### src/rtl/core/gpt_pkg.sv
package gpt_pkg;

    localparam int DEF_PIN_COUNT = 64;
    localparam int PIN_W = 6;
    localparam int CNT_W = 32;

    localparam int IN_FIELDS_W = 3 + PIN_W + 1 + 1;
    localparam int IN_TDATA_W = ((IN_FIELDS_W + 7) / 8) * 8;
    localparam int OUT_FIELDS_W = 1 + 2 + 3 * CNT_W;
    localparam int OUT_TDATA_W = ((OUT_FIELDS_W + 7) / 8) * 8;

    typedef enum logic [2:0] {
        OP_CONFIGURE       = 3'd0,
        OP_READ            = 3'd1,
        OP_WRITE           = 3'd2,
        OP_INJECT          = 3'd3,
        OP_UNCONFIGURE_ALL = 3'd4
    } op_t;

    typedef enum logic [1:0] {
        ERR_OK               = 2'd0,
        ERR_NOT_CONFIGURED   = 2'd1,
        ERR_WRITE_TO_INPUT   = 2'd2,
        ERR_INJECT_TO_OUTPUT = 2'd3
    } err_t;

    typedef struct packed {
        op_t              op;
        logic [PIN_W-1:0] pin;
        logic             dir_output;
        logic             level;
    } item_t;

    // Per-pin payload kept in RAM.
    typedef struct packed {
        logic is_output;
        logic level;
        logic pending_level;
    } entry_t;

    localparam int ENTRY_W = $bits(entry_t);

    typedef struct packed {
        logic   ram_we;
        entry_t wdata;
        logic   set_cfg;
        logic   set_pend;
        logic   clear_all;
        logic   inc_cfg;
        logic   inc_rd;
        logic   inc_wr;
        logic   read_level;
        err_t   error;
    } upd_t;

endpackage

### src/rtl/core/gpt_ram.sv
module gpt_ram #(
    parameter int WIDTH = 3,
    parameter int DEPTH = 64,
    localparam int AW = (DEPTH > 1) ? $clog2(DEPTH) : 1
) (
    input  logic             aclk,
    input  logic             we,
    input  logic [AW-1:0]    waddr,
    input  logic [WIDTH-1:0] wdata,
    input  logic             re,
    input  logic [AW-1:0]    raddr,
    output logic [WIDTH-1:0] rdata
);

    logic [WIDTH-1:0] mem_reg [DEPTH];
    logic [WIDTH-1:0] rdata_reg;

    always_ff @(posedge aclk) begin
        if (we) begin
            mem_reg[waddr] <= wdata;
        end
        if (re) begin
            rdata_reg <= mem_reg[raddr];
        end
    end

    assign rdata = rdata_reg;

endmodule

### src/rtl/core/gpt_exec.sv
module gpt_exec (
    input  gpt_pkg::item_t  item,
    input  logic            in_range,
    input  logic            configured,
    input  logic            pend_valid,
    input  gpt_pkg::entry_t entry,
    output gpt_pkg::upd_t   upd
);
    import gpt_pkg::*;

    logic cfg;

    assign cfg = in_range && configured;

    always_comb begin
        upd            = '0;
        upd.error      = ERR_OK;
        upd.wdata      = entry;
        case (item.op)
            OP_CONFIGURE: begin
                if (in_range) begin
                    upd.ram_we          = 1'b1;
                    upd.wdata.is_output = item.dir_output;
                    upd.wdata.level     = (!item.dir_output && pend_valid) ?
                                          entry.pending_level : item.level;
                    upd.set_cfg         = 1'b1;
                    upd.inc_cfg         = 1'b1;
                end
            end
            OP_READ: begin
                if (!cfg) begin
                    upd.error = ERR_NOT_CONFIGURED;
                end else begin
                    upd.read_level = entry.level;
                    upd.inc_rd     = 1'b1;
                end
            end
            OP_WRITE: begin
                if (!cfg) begin
                    upd.error = ERR_NOT_CONFIGURED;
                end else if (!entry.is_output) begin
                    upd.error = ERR_WRITE_TO_INPUT;
                end else begin
                    upd.ram_we      = 1'b1;
                    upd.wdata.level = item.level;
                    upd.inc_wr      = 1'b1;
                end
            end
            OP_INJECT: begin
                if (in_range) begin
                    if (!cfg) begin
                        upd.ram_we              = 1'b1;
                        upd.wdata.pending_level = item.level;
                        upd.set_pend            = 1'b1;
                    end else if (entry.is_output) begin
                        upd.error = ERR_INJECT_TO_OUTPUT;
                    end else begin
                        upd.ram_we              = 1'b1;
                        upd.wdata.level         = item.level;
                        upd.wdata.pending_level = item.level;
                        upd.set_pend            = 1'b1;
                    end
                end
            end
            OP_UNCONFIGURE_ALL: begin
                upd.clear_all = 1'b1;
            end
            default: begin
            end
        endcase
    end

endmodule

### src/rtl/core/gpio_pin_table_checked_unit.sv
// Channel   Direction  tdata fields (lowest bit up)
// s_        in         op[2:0], pin[8:3], dir_output[9], level[10], zero pad to 16
// m_        out        read_level[0], error[2:1], configures_done[34:3],
//                      reads_done[66:35], writes_done[98:67], zero pad to 104
//
// Accepts one request per cycle unless stalled; request and result are each registered.
// The pin RAM read is registered, so the entry written by the request ahead is forwarded.
// Reset clears the configured and pending-valid flags, the counters and all valid bits.
// A stalled result stalls the execute stage, which then drops s_tready.
module gpio_pin_table_checked_unit #(
    parameter int PIN_COUNT = gpt_pkg::DEF_PIN_COUNT
) (
    input  logic                            aclk,
    input  logic                            aresetn,
    input  logic                            s_tvalid,
    output logic                            s_tready,
    input  logic [gpt_pkg::IN_TDATA_W-1:0]  s_tdata,  // op, pin, dir_output, level
    output logic                            m_tvalid,
    input  logic                            m_tready,
    output logic [gpt_pkg::OUT_TDATA_W-1:0] m_tdata   // read_level, error, counters
);
    import gpt_pkg::*;

    localparam int IDX_W = (PIN_COUNT > 1) ? $clog2(PIN_COUNT) : 1;

    item_t              s_item;
    logic               s_in_range;
    logic [IDX_W-1:0]   s_addr;
    logic               s_fire;

    item_t              item_reg;
    logic               st_valid_reg;
    logic               st_in_range;
    logic [IDX_W-1:0]   st_addr;
    logic               exec_fire;

    logic               fwd_hit_reg;
    entry_t             fwd_data_reg;
    logic [ENTRY_W-1:0] ram_rdata;
    entry_t             entry;

    logic [PIN_COUNT-1:0] configured_reg;
    logic [PIN_COUNT-1:0] pend_valid_reg;

    upd_t               upd;

    logic [CNT_W-1:0]   cfg_cnt_reg, cfg_cnt_next;
    logic [CNT_W-1:0]   rd_cnt_reg, rd_cnt_next;
    logic [CNT_W-1:0]   wr_cnt_reg, wr_cnt_next;

    logic               m_valid_reg;
    logic [OUT_TDATA_W-1:0] m_data_reg;

    assign s_item.op         = op_t'(s_tdata[2:0]);
    assign s_item.pin        = s_tdata[3 +: PIN_W];
    assign s_item.dir_output = s_tdata[3 + PIN_W];
    assign s_item.level      = s_tdata[4 + PIN_W];

    assign s_in_range  = 32'(s_item.pin) < PIN_COUNT;
    assign s_addr      = s_in_range ? IDX_W'(s_item.pin) : '0;
    assign st_in_range = 32'(item_reg.pin) < PIN_COUNT;
    assign st_addr     = st_in_range ? IDX_W'(item_reg.pin) : '0;

    assign exec_fire = st_valid_reg && (!m_valid_reg || m_tready);
    assign s_tready  = !st_valid_reg || exec_fire;
    assign s_fire    = s_tvalid && s_tready;

    gpt_ram #(
        .WIDTH(ENTRY_W),
        .DEPTH(PIN_COUNT)
    ) u_ram (
        .aclk (aclk),
        .we   (exec_fire && upd.ram_we),
        .waddr(st_addr),
        .wdata(upd.wdata),
        .re   (s_fire),
        .raddr(s_addr),
        .rdata(ram_rdata)
    );

    assign entry = fwd_hit_reg ? fwd_data_reg : entry_t'(ram_rdata);

    gpt_exec u_exec (
        .item      (item_reg),
        .in_range  (st_in_range),
        .configured(configured_reg[st_addr]),
        .pend_valid(pend_valid_reg[st_addr]),
        .entry     (entry),
        .upd       (upd)
    );

    assign cfg_cnt_next = cfg_cnt_reg + CNT_W'(upd.inc_cfg);
    assign rd_cnt_next  = rd_cnt_reg + CNT_W'(upd.inc_rd);
    assign wr_cnt_next  = wr_cnt_reg + CNT_W'(upd.inc_wr);

    always_ff @(posedge aclk) begin
        if (!aresetn) begin
            st_valid_reg   <= 1'b0;
            m_valid_reg    <= 1'b0;
            fwd_hit_reg    <= 1'b0;
            configured_reg <= '0;
            pend_valid_reg <= '0;
            cfg_cnt_reg    <= '0;
            rd_cnt_reg     <= '0;
            wr_cnt_reg     <= '0;
        end else begin
            if (s_fire) begin
                st_valid_reg <= 1'b1;
                fwd_hit_reg  <= exec_fire && upd.ram_we && (st_addr == s_addr);
            end else if (exec_fire) begin
                st_valid_reg <= 1'b0;
            end
            if (exec_fire) begin
                m_valid_reg <= 1'b1;
            end else if (m_tready) begin
                m_valid_reg <= 1'b0;
            end
            if (exec_fire) begin
                if (upd.clear_all) begin
                    configured_reg <= '0;
                end else if (upd.set_cfg) begin
                    configured_reg[st_addr] <= 1'b1;
                end
                if (upd.set_pend) begin
                    pend_valid_reg[st_addr] <= 1'b1;
                end
                cfg_cnt_reg <= cfg_cnt_next;
                rd_cnt_reg  <= rd_cnt_next;
                wr_cnt_reg  <= wr_cnt_next;
            end
        end
    end

    always_ff @(posedge aclk) begin
        if (s_fire) begin
            item_reg     <= s_item;
            fwd_data_reg <= upd.wdata;
        end
        if (exec_fire) begin
            m_data_reg <= OUT_TDATA_W'({wr_cnt_next, rd_cnt_next, cfg_cnt_next,
                                        upd.error, upd.read_level});
        end
    end

    assign m_tvalid = m_valid_reg;
    assign m_tdata  = m_data_reg;

endmodule

### config.mk
export PLATFORM = sky130hd
export DESIGN_NAME = gpio_pin_table_checked_unit
export DESIGN_NICKNAME = d
export VERILOG_FILES = /design/src/rtl/core/gpt_pkg.sv /design/src/rtl/core/gpt_ram.sv /design/src/rtl/core/gpt_exec.sv /design/src/rtl/core/gpio_pin_table_checked_unit.sv
export SDC_FILE = /design/constraint.sdc
export NUM_CORES = 1
export LEC_CHECK = 0
export BUFFER_PORTS_ARGS = -buffer_cell sky130_fd_sc_hd__buf_2
export CAP_MARGIN = 20
export CORE_MARGIN = 2
export CORE_UTILIZATION = 50
export DETAILED_ROUTE_END_ITERATION = 10
export GPL_TIMING_DRIVEN = 0
export PLACE_DENSITY = 0.67
export REMOVE_ABC_BUFFERS = 1
export SYNTH_ARGS = -nofsm -noshare
export SYNTH_HDL_FRONTEND = slang
export SYNTH_SLANG_ARGS = --single-unit
### constraint.sdc
create_clock -name aclk -period 6.9 [get_ports aclk]
set_input_delay 2.07 -clock aclk [delete_from_list [all_inputs] [get_ports aclk]]
set_output_delay 2.07 -clock aclk [all_outputs]
set_load 0.005 [all_outputs]
### Word-level counts from Yosys, hierarchy flattened

Memory sizes are Yosys's and may differ from the RTL's. A register that Yosys moved wholly into a read port is not among the register bits.
Cells that the tools add are included.

| storage, ports and cells | value |
|---|---|
| bits in writable memories | 192 |
| output and inout port bits | 106 |
| register bits | 340 |
| logic and storage cells | 89 |
| bits of input ports | 20 |
| memories | 1 |

| cells by class | value |
|---|---|
| reductions and logical operators | 18 |
| eq/ne operators | 5 |
| muxes and demuxes | 41 |
| $lt $le $gt $ge | 2 |
| add/sub/neg operators | 3 |
| bitwise gates (word level) | 2 |

Memories:

| memory | words | width | read ports | clocked after memory_dff | wr ports | line | RTL |
|---|---|---|---|---|---|---|---|
| u_ram.mem_reg | 64 | 3 | 1 | 1 | 1 | gpt_ram.sv:15 | `logic [WIDTH-1:0] mem_reg [DEPTH];` |

Operator list:

| cell | count |
|---|---|
| two-way mux 64 bit | 2 |
| OR 64 bit | 2 |
| adder 32 x 1 -> 32 bit | 3 |
| two-way mux 1 bit | 27 |
| binary-select mux 1 bit (select 6 bit) | 2 |
| two-way mux 2 bit | 5 |
| < comparator 6 x 7 -> 1 bit (second input constant) | 1 |
| demux 1 bit (select 6 bit) | 1 |
| == test 3 x 2 -> 1 bit (second input constant) | 2 |
| == test 6 bit | 1 |
| >= comparator 6 x 1 -> 1 bit (second input constant) | 1 |
| logical AND 1 bit | 6 |
| case mux 1 bit (3 select lines) | 2 |
| case mux 2 bit (3 select lines) | 1 |
| AND reduction 2 bit | 3 |
| nonzero test 2 bit | 3 |
| == test 3 x 1 -> 1 bit (second input constant) | 1 |
| == test 3 bit (second input constant) | 1 |
| logical NOT 1 bit | 3 |
| logical NOT 3 bit | 1 |
| two-way mux 3 bit | 1 |
| logical OR 1 bit | 2 |

### Depth between registers and ports, before layout

| logic depth | value |
|---|---|
| depth after elaboration | 7 |
| mapped depth | 21 |
| mapped depth without buffers | 16 |

### By module

Synthesis repeated with hierarchy kept, for this count alone.

| second synthesis, totals | value |
|---|---|
| cells, all modules | 1,946 |
| area, all modules | 22,968.3 µm² |

By module, submodules not included:

| module | times used | cells an instance | seq. area each (µm²) | area an instance (µm²) |
|---|---|---|---|---|
| gpio_pin_table_checked_unit | 1 | 1,487 | 7,937.6 | 14,766.7 |
| gpt_ram | 1 | 423 | 5,855.6 | 7,893.8 |
| gpt_exec | 1 | 36 | 0.0 | 307.8 |

### Worst setup path before layout

OpenSTA, ideal clock, no wires.

| path | value |
|---|---|
| path kind | input to register |
| start point | input port m_tready |
| end point | register cfg_cnt_reg[22] |
| arrival | 6.014 ns |
| path slack | 0.771 ns |
| buffers on the path | 2 |
| cell stages on the path | 8 |
| setup time | 0.115 ns |
| required time | 6.785 ns |
| cell sequence | nor2b_1 -> nand2b_1 -> clkbuf_1 -> inv_2 -> clkbuf_1 -> nand2_1 -> xnor2_1 -> and2_1 |

| on the way | value |
|---|---|
| longest elaborated chain between the ends | 2 |

Ends and longest elaborated chain:

| item | line | RTL |
|---|---|---|
| start, declared | gpio_pin_table_checked_unit.sv:19 | `input logic m_tready,` |
| logical OR 1 bit | gpio_pin_table_checked_unit.sv:64 | `assign exec_fire = st_valid_reg && (!m_valid_reg \|\| m_tready);` |
| logical AND 1 bit | gpio_pin_table_checked_unit.sv:64 |  |
| via exec_fire | gpio_pin_table_checked_unit.sv:35 | `logic exec_fire;` |
| end signal, assigned | gpio_pin_table_checked_unit.sv:127 | `cfg_cnt_reg <= cfg_cnt_next;` |
| end, declared | gpio_pin_table_checked_unit.sv:47 | `logic [CNT_W-1:0] cfg_cnt_reg, cfg_cnt_next;` |

The timed path passes the listed nets, and every way through them passes these cells.
A chain may end at the register's enable or synchronous reset.

### Worst setup path after layout

| path | value |
|---|---|
| start point | register item_reg, in the netlist st_addr[2] |
| end point | register wr_cnt_reg[30] |

| on the way | value |
|---|---|
| longest elaborated chain between the ends | 5 |

Ends and longest elaborated chain:

| item | line | RTL |
|---|---|---|
| start, declared | gpio_pin_table_checked_unit.sv:31 | `item_t item_reg;` |
| start signal, assigned | gpio_pin_table_checked_unit.sv:136 | `item_reg <= s_item;` |
| binary-select mux 1 bit (select 6 bit) | gpio_pin_table_checked_unit.sv:86 | `.configured(configured_reg[st_addr]),` |
| two-way mux 1 bit (implied by the code) | gpio_pin_table_checked_unit.sv:86 |  |
| two-way mux 1 bit | gpt_exec.sv:39 | `if (!cfg) begin` |
| two-way mux 1 bit | gpt_exec.sv:19 | `case (item.op)` |
| adder 32 x 1 -> 32 bit | gpio_pin_table_checked_unit.sv:94 | `assign wr_cnt_next = wr_cnt_reg + CNT_W'(upd.inc_wr);` |
| end signal, assigned | gpio_pin_table_checked_unit.sv:129 | `wr_cnt_reg <= wr_cnt_next;` |
| end, declared | gpio_pin_table_checked_unit.sv:49 | `logic [CNT_W-1:0] wr_cnt_reg, wr_cnt_next;` |

Every way passes these cells. The select of a mux whose other input is x is not followed.

==> key figures <==
Setup path
  • R2r setup slk: 700 ps
  • Worst reg2reg path depth: 18
  • WP data arrival: 6700 ps
  • Crit path largest cell delay: between 800 and 900 ps
  • Reg2reg end: wr_cnt_reg[30]$_SDFFE_PN0P_
  • CP cell instances: buf_8 > nor3b_2 > buf_8 > a22oi_1 > o221a_2 > o211ai_1 > o41a_1 > nor4b_1 > ha_1 > ha_1 > and3_1 > nand3_1 > nor4_1 > and3_1 > and3_1 > nand4_1 > xnor2_1 > and2_1
  • Kind of start point of the critical path: register
  • Slowest cell on crit path: nor3b_2
  • Setup crit end kind: register
  • RR Startpoint: st_addr[2]$_DFFE_PP_
  • Maximum fanout along the worst path: 11
  • Worst EP required: 7400 ps
  • Critical path's most frequent cell: and3_1
  • Crit path kind: reg -> reg

Route
  • Post-route ant nets: 0
  • Iteration-0 DRC Markers: 1,274
  • DR vias: 14,400
  • Detailed Route WL: 48.9 mm
  • Detailed Routing Iterations Pass 1: 8
  • DR DRC count: 0
  • Post-DR vias/cell: 5.53
  • Routed WL per cell: between 15 and 20 um

Clocking
  • # Post-CTS Setup Buffers: 0
  • Hold buffer count at cts: 0
  • Total CTS buffers: 54
  • Clock Latency Late Sink: 610 ps
  • Clk root buf: clkbuf_16
  • Clk sinks: 535
  • CTS resizes: 0
  • # H-tree levels: 2
  • CTS max path bufs: 3
  • CTS tree: yes
  • Register clock-pin slew on the reported worst setup and hold paths: approximately 60 ps

Layout
  • Final nets: 1,982
  • Share of layout cells above drive strength 1: 0.196
  • Diodes inserted: 0
  • Fin util: 0.578
  • Number of flip-flops under the largest register name: 192
  • Area delta synth->final: 14.3%

Power
  • Switch share: 0.215
  • Clock power share: 0.441
  • Power per cell area: around 260 nW/um^2
  • Combinational fraction of design power: 0.051
  • Internal power: ~5.4 mW
  • VDD IR max: 0.217 mV
  • Seq pwr share: 0.508
  • Psw: 1.46 mW
  • LEAKAGE: 8.97 nW

Synth
  • Synth warn: 0
  • Syn_area_per_cell: 12.1 sq um
  • Compound-Gate Fraction of Synth Area: 0.0785
  • Async SR Flop Fraction: 0
  • Seq cells post-synth: 535
  • Commonest cells post-synth: edfxtp_1, dfxtp_1, nand2_1
  • Post-synth top area cell: edfxtp_1
  • Synth Area in Adders: 0.00384
  • Register area share after synthesis: 0.604
  • Post-synth cell types: 62
  • Largest family of logic cells by synthesized area: simple AND/OR/NAND/NOR gates
  • Post-Synth XOR/XNOR Area: 0.0637
  • Mapped Cells: 1,882
  • Mux contribution to synthesized area: 0.0827
  • Top-count cell post-synth: edfxtp_1
  • Post-synth EDFFs: 308
  • Synth Area in Simple Gates: 0.138
  • Post-synth top flop: edfxtp_1
  • Synthesized area: around 23,000 sq um
  • Top cell type's share of synthesized area: 0.405
  • Area contributors post-synth: edfxtp_1, dfxtp_1, mux4_2

Floorplan
  • Row count: slightly below 80
  • Core footprint: 45,200 sq um
  • Chip width: 218 um
  • Starting Density: 0.505
  • Num ports: 126
  • Die area: 47,400 sq um
  • Chip Height: between 200 and 250 um

Hold path
  • Hold path cells: 2
  • Hold Path Sink: pend_valid_reg[36]$_SDFFE_PN0P_
  • Hold wc startpoint: pend_valid_reg[36]$_SDFFE_PN0P_
  • Hold Crit Class: reg -> reg

Timing
  • # setup viols final: 0
  • Final hold violation count: 0
  • Worst Setup Slack, final: 700 ps
  • Slew Limit Fails: 0
  • Unrepaired setup endpoints after global routing: no
  • Min cycle time layout: just over 6000 ps
  • Period utilisation layout: 0.899
  • Worst-margin pin slew: around 1000 ps
  • Max Fclk: 161 MHz
  • Max transition margin: 0.304
  • Clk_skew: 20.0 ps

Placement
  • GPL Wtd Cong: 0.836
  • Post-placement setup slack: 833 ps
  • Count of input and output buffers: ~120
  • DP HPWL: 32.8 mm

Global routing
  • Initial antenna violation count: 1
  • Grt peak-use layer: met2
  • GR Util met2: 0.352
  • Largest net degree at the start of global routing: 127
  • Grt met1 use: 0.271
  • Met3 usage: 0.0364
  • GR Util All Layers: 0.208
  • First-pass GRT wire length: 77.5 mm
  • Vias in the first global route: 14,000
  • Gr ovfl total: 0

Outcome
  • Outcome: complete, no violations

Run
  • Max-cap violations: 0
## metrics by stage
step           area [sq um]  power [mW]  hold WS (ps)  setup TNS, ps  std cells
2_1_floorplan         22200        3.69           418         -77830       1747
3_3_place_gp          23500        3.84           431       -1609490       2462
3_5_place_dp          24200        3.88           441              0       2498
4_1_cts               26100        6.88           455              0       2600
5_1_grt               26100        7.04           473              0       2601
6_report              26100        6.82           452              0       2601
## worst max-delay path: cells and delay by family, from the launching register on
family                     cells  cell delay [ps]
adders and majority gates      2              530
buffers and inverters          2              490
and+or+nand+nor                9             3480
DFF                            1              720
AOI/OAI and AO/OA              4              700
xor gates and xnor gates       1              140
## kinds of logic after synthesis
| group | Yosys count |
|---|---|
| other cells | 1 |
| mux | 104 |
| compound gates | 248 |
| fa+ha+maj | 7 |
| buf+inv | 151 |
| xor+xnor | 166 |
| flops | 535 |
| simple gates | 670 |
## layout make-up
| cell class | count | area, sq um |
|---|---|---|
| fill | 3619 | 19100 |
| sequential | 535 | 13800 |
| multi-input combinational | 1200 | 8460 |
| clock buffer | 77 | 1520 |
| timing repair buffer | 152 | 1200 |
| tap | 600 | 751 |
| clock inverter | 25 | 322 |
| inverter | 12 | 50.0 |
## worst max-delay path by stage
stage | startpoint | end | slack [ps] | cells after the start
detailed placement | st_addr[2]$_DFFE_PP_ | wr_cnt_reg[30]$_SDFFE_PN0P_ | 830 | 18
global placement | st_addr[2]$_DFFE_PP_ | u_ram.mem_reg[58][1]$_DFFE_PP_ | -5260 | 7
finish | st_addr[2]$_DFFE_PP_ | wr_cnt_reg[30]$_SDFFE_PN0P_ | 700 | 18
floorplan | m_tready | configured_reg[0]$_SDFFE_PN0P_ | -1070 | 6
global route | st_addr[2]$_DFFE_PP_ | wr_cnt_reg[30]$_SDFFE_PN0P_ | 420 | 18
CTS | st_addr[2]$_DFFE_PP_ | wr_cnt_reg[30]$_SDFFE_PN0P_ | 800 | 18
## metal layers
layer / vias up / part of all wire
li1: 6920 / -
met1: 6995 / 0.43
met2: 368 / 0.49
met3: 97 / 0.054
met4: 2 / 0.029
met5: - / 0.00027
## cells in the final DEF, fill, tap and decap left out, types with 7 or more instances in the layout
master | netlist | final
nor4_1 | 8 | 8
buf_6 | 10 | 12
and2_1 | 69 | 69
nor2b_1 | 9 | 9
o21ai_2 | 60 | 60
nor2_1 | 184 | 178
a21boi_0 | 28 | 28
nand3b_1 | 8 | 8
or3_1 | 26 | 26
nand3_1 | 51 | 51
mux2_2 | 7 | 7
mux4_2 | 67 | 67
edfxtp_1 | 308 | 308
and3_1 | 20 | 20
clkbuf_8 | 0 | 7
ha_1 | 7 | 7
clkbuf_16 | 0 | 55
bufinv_16 | 0 | 7
a31oi_1 | 66 | 66
o21ai_0 | 32 | 31
buf_16 | 0 | 9
nand2_1 | 220 | 219
xor2_1 | 65 | 65
nand4_1 | 15 | 15
mux2i_1 | 30 | 30
nor3_1 | 24 | 21
a21oi_1 | 9 | 8
a22oi_1 | 8 | 8
buf_2 | 6 | 113
dfxtp_1 | 227 | 227
xnor2_1 | 101 | 101
clkbuf_1 | 105 | 16
inv_1 | 10 | 10
clkinv_2 | 0 | 8
## power by group through the flow
stage               logic [mW]  clock network, mW  registers, mW
global route             0.376               3.20           3.46
CTS                      0.352               3.07           3.46
detailed placement       0.351                  0           3.53
finish                   0.349               3.01           3.46
floorplan                0.148                  0           3.54
global placement         0.294                  0           3.55
No activity file was read; power rests on OpenSTA's default activity.
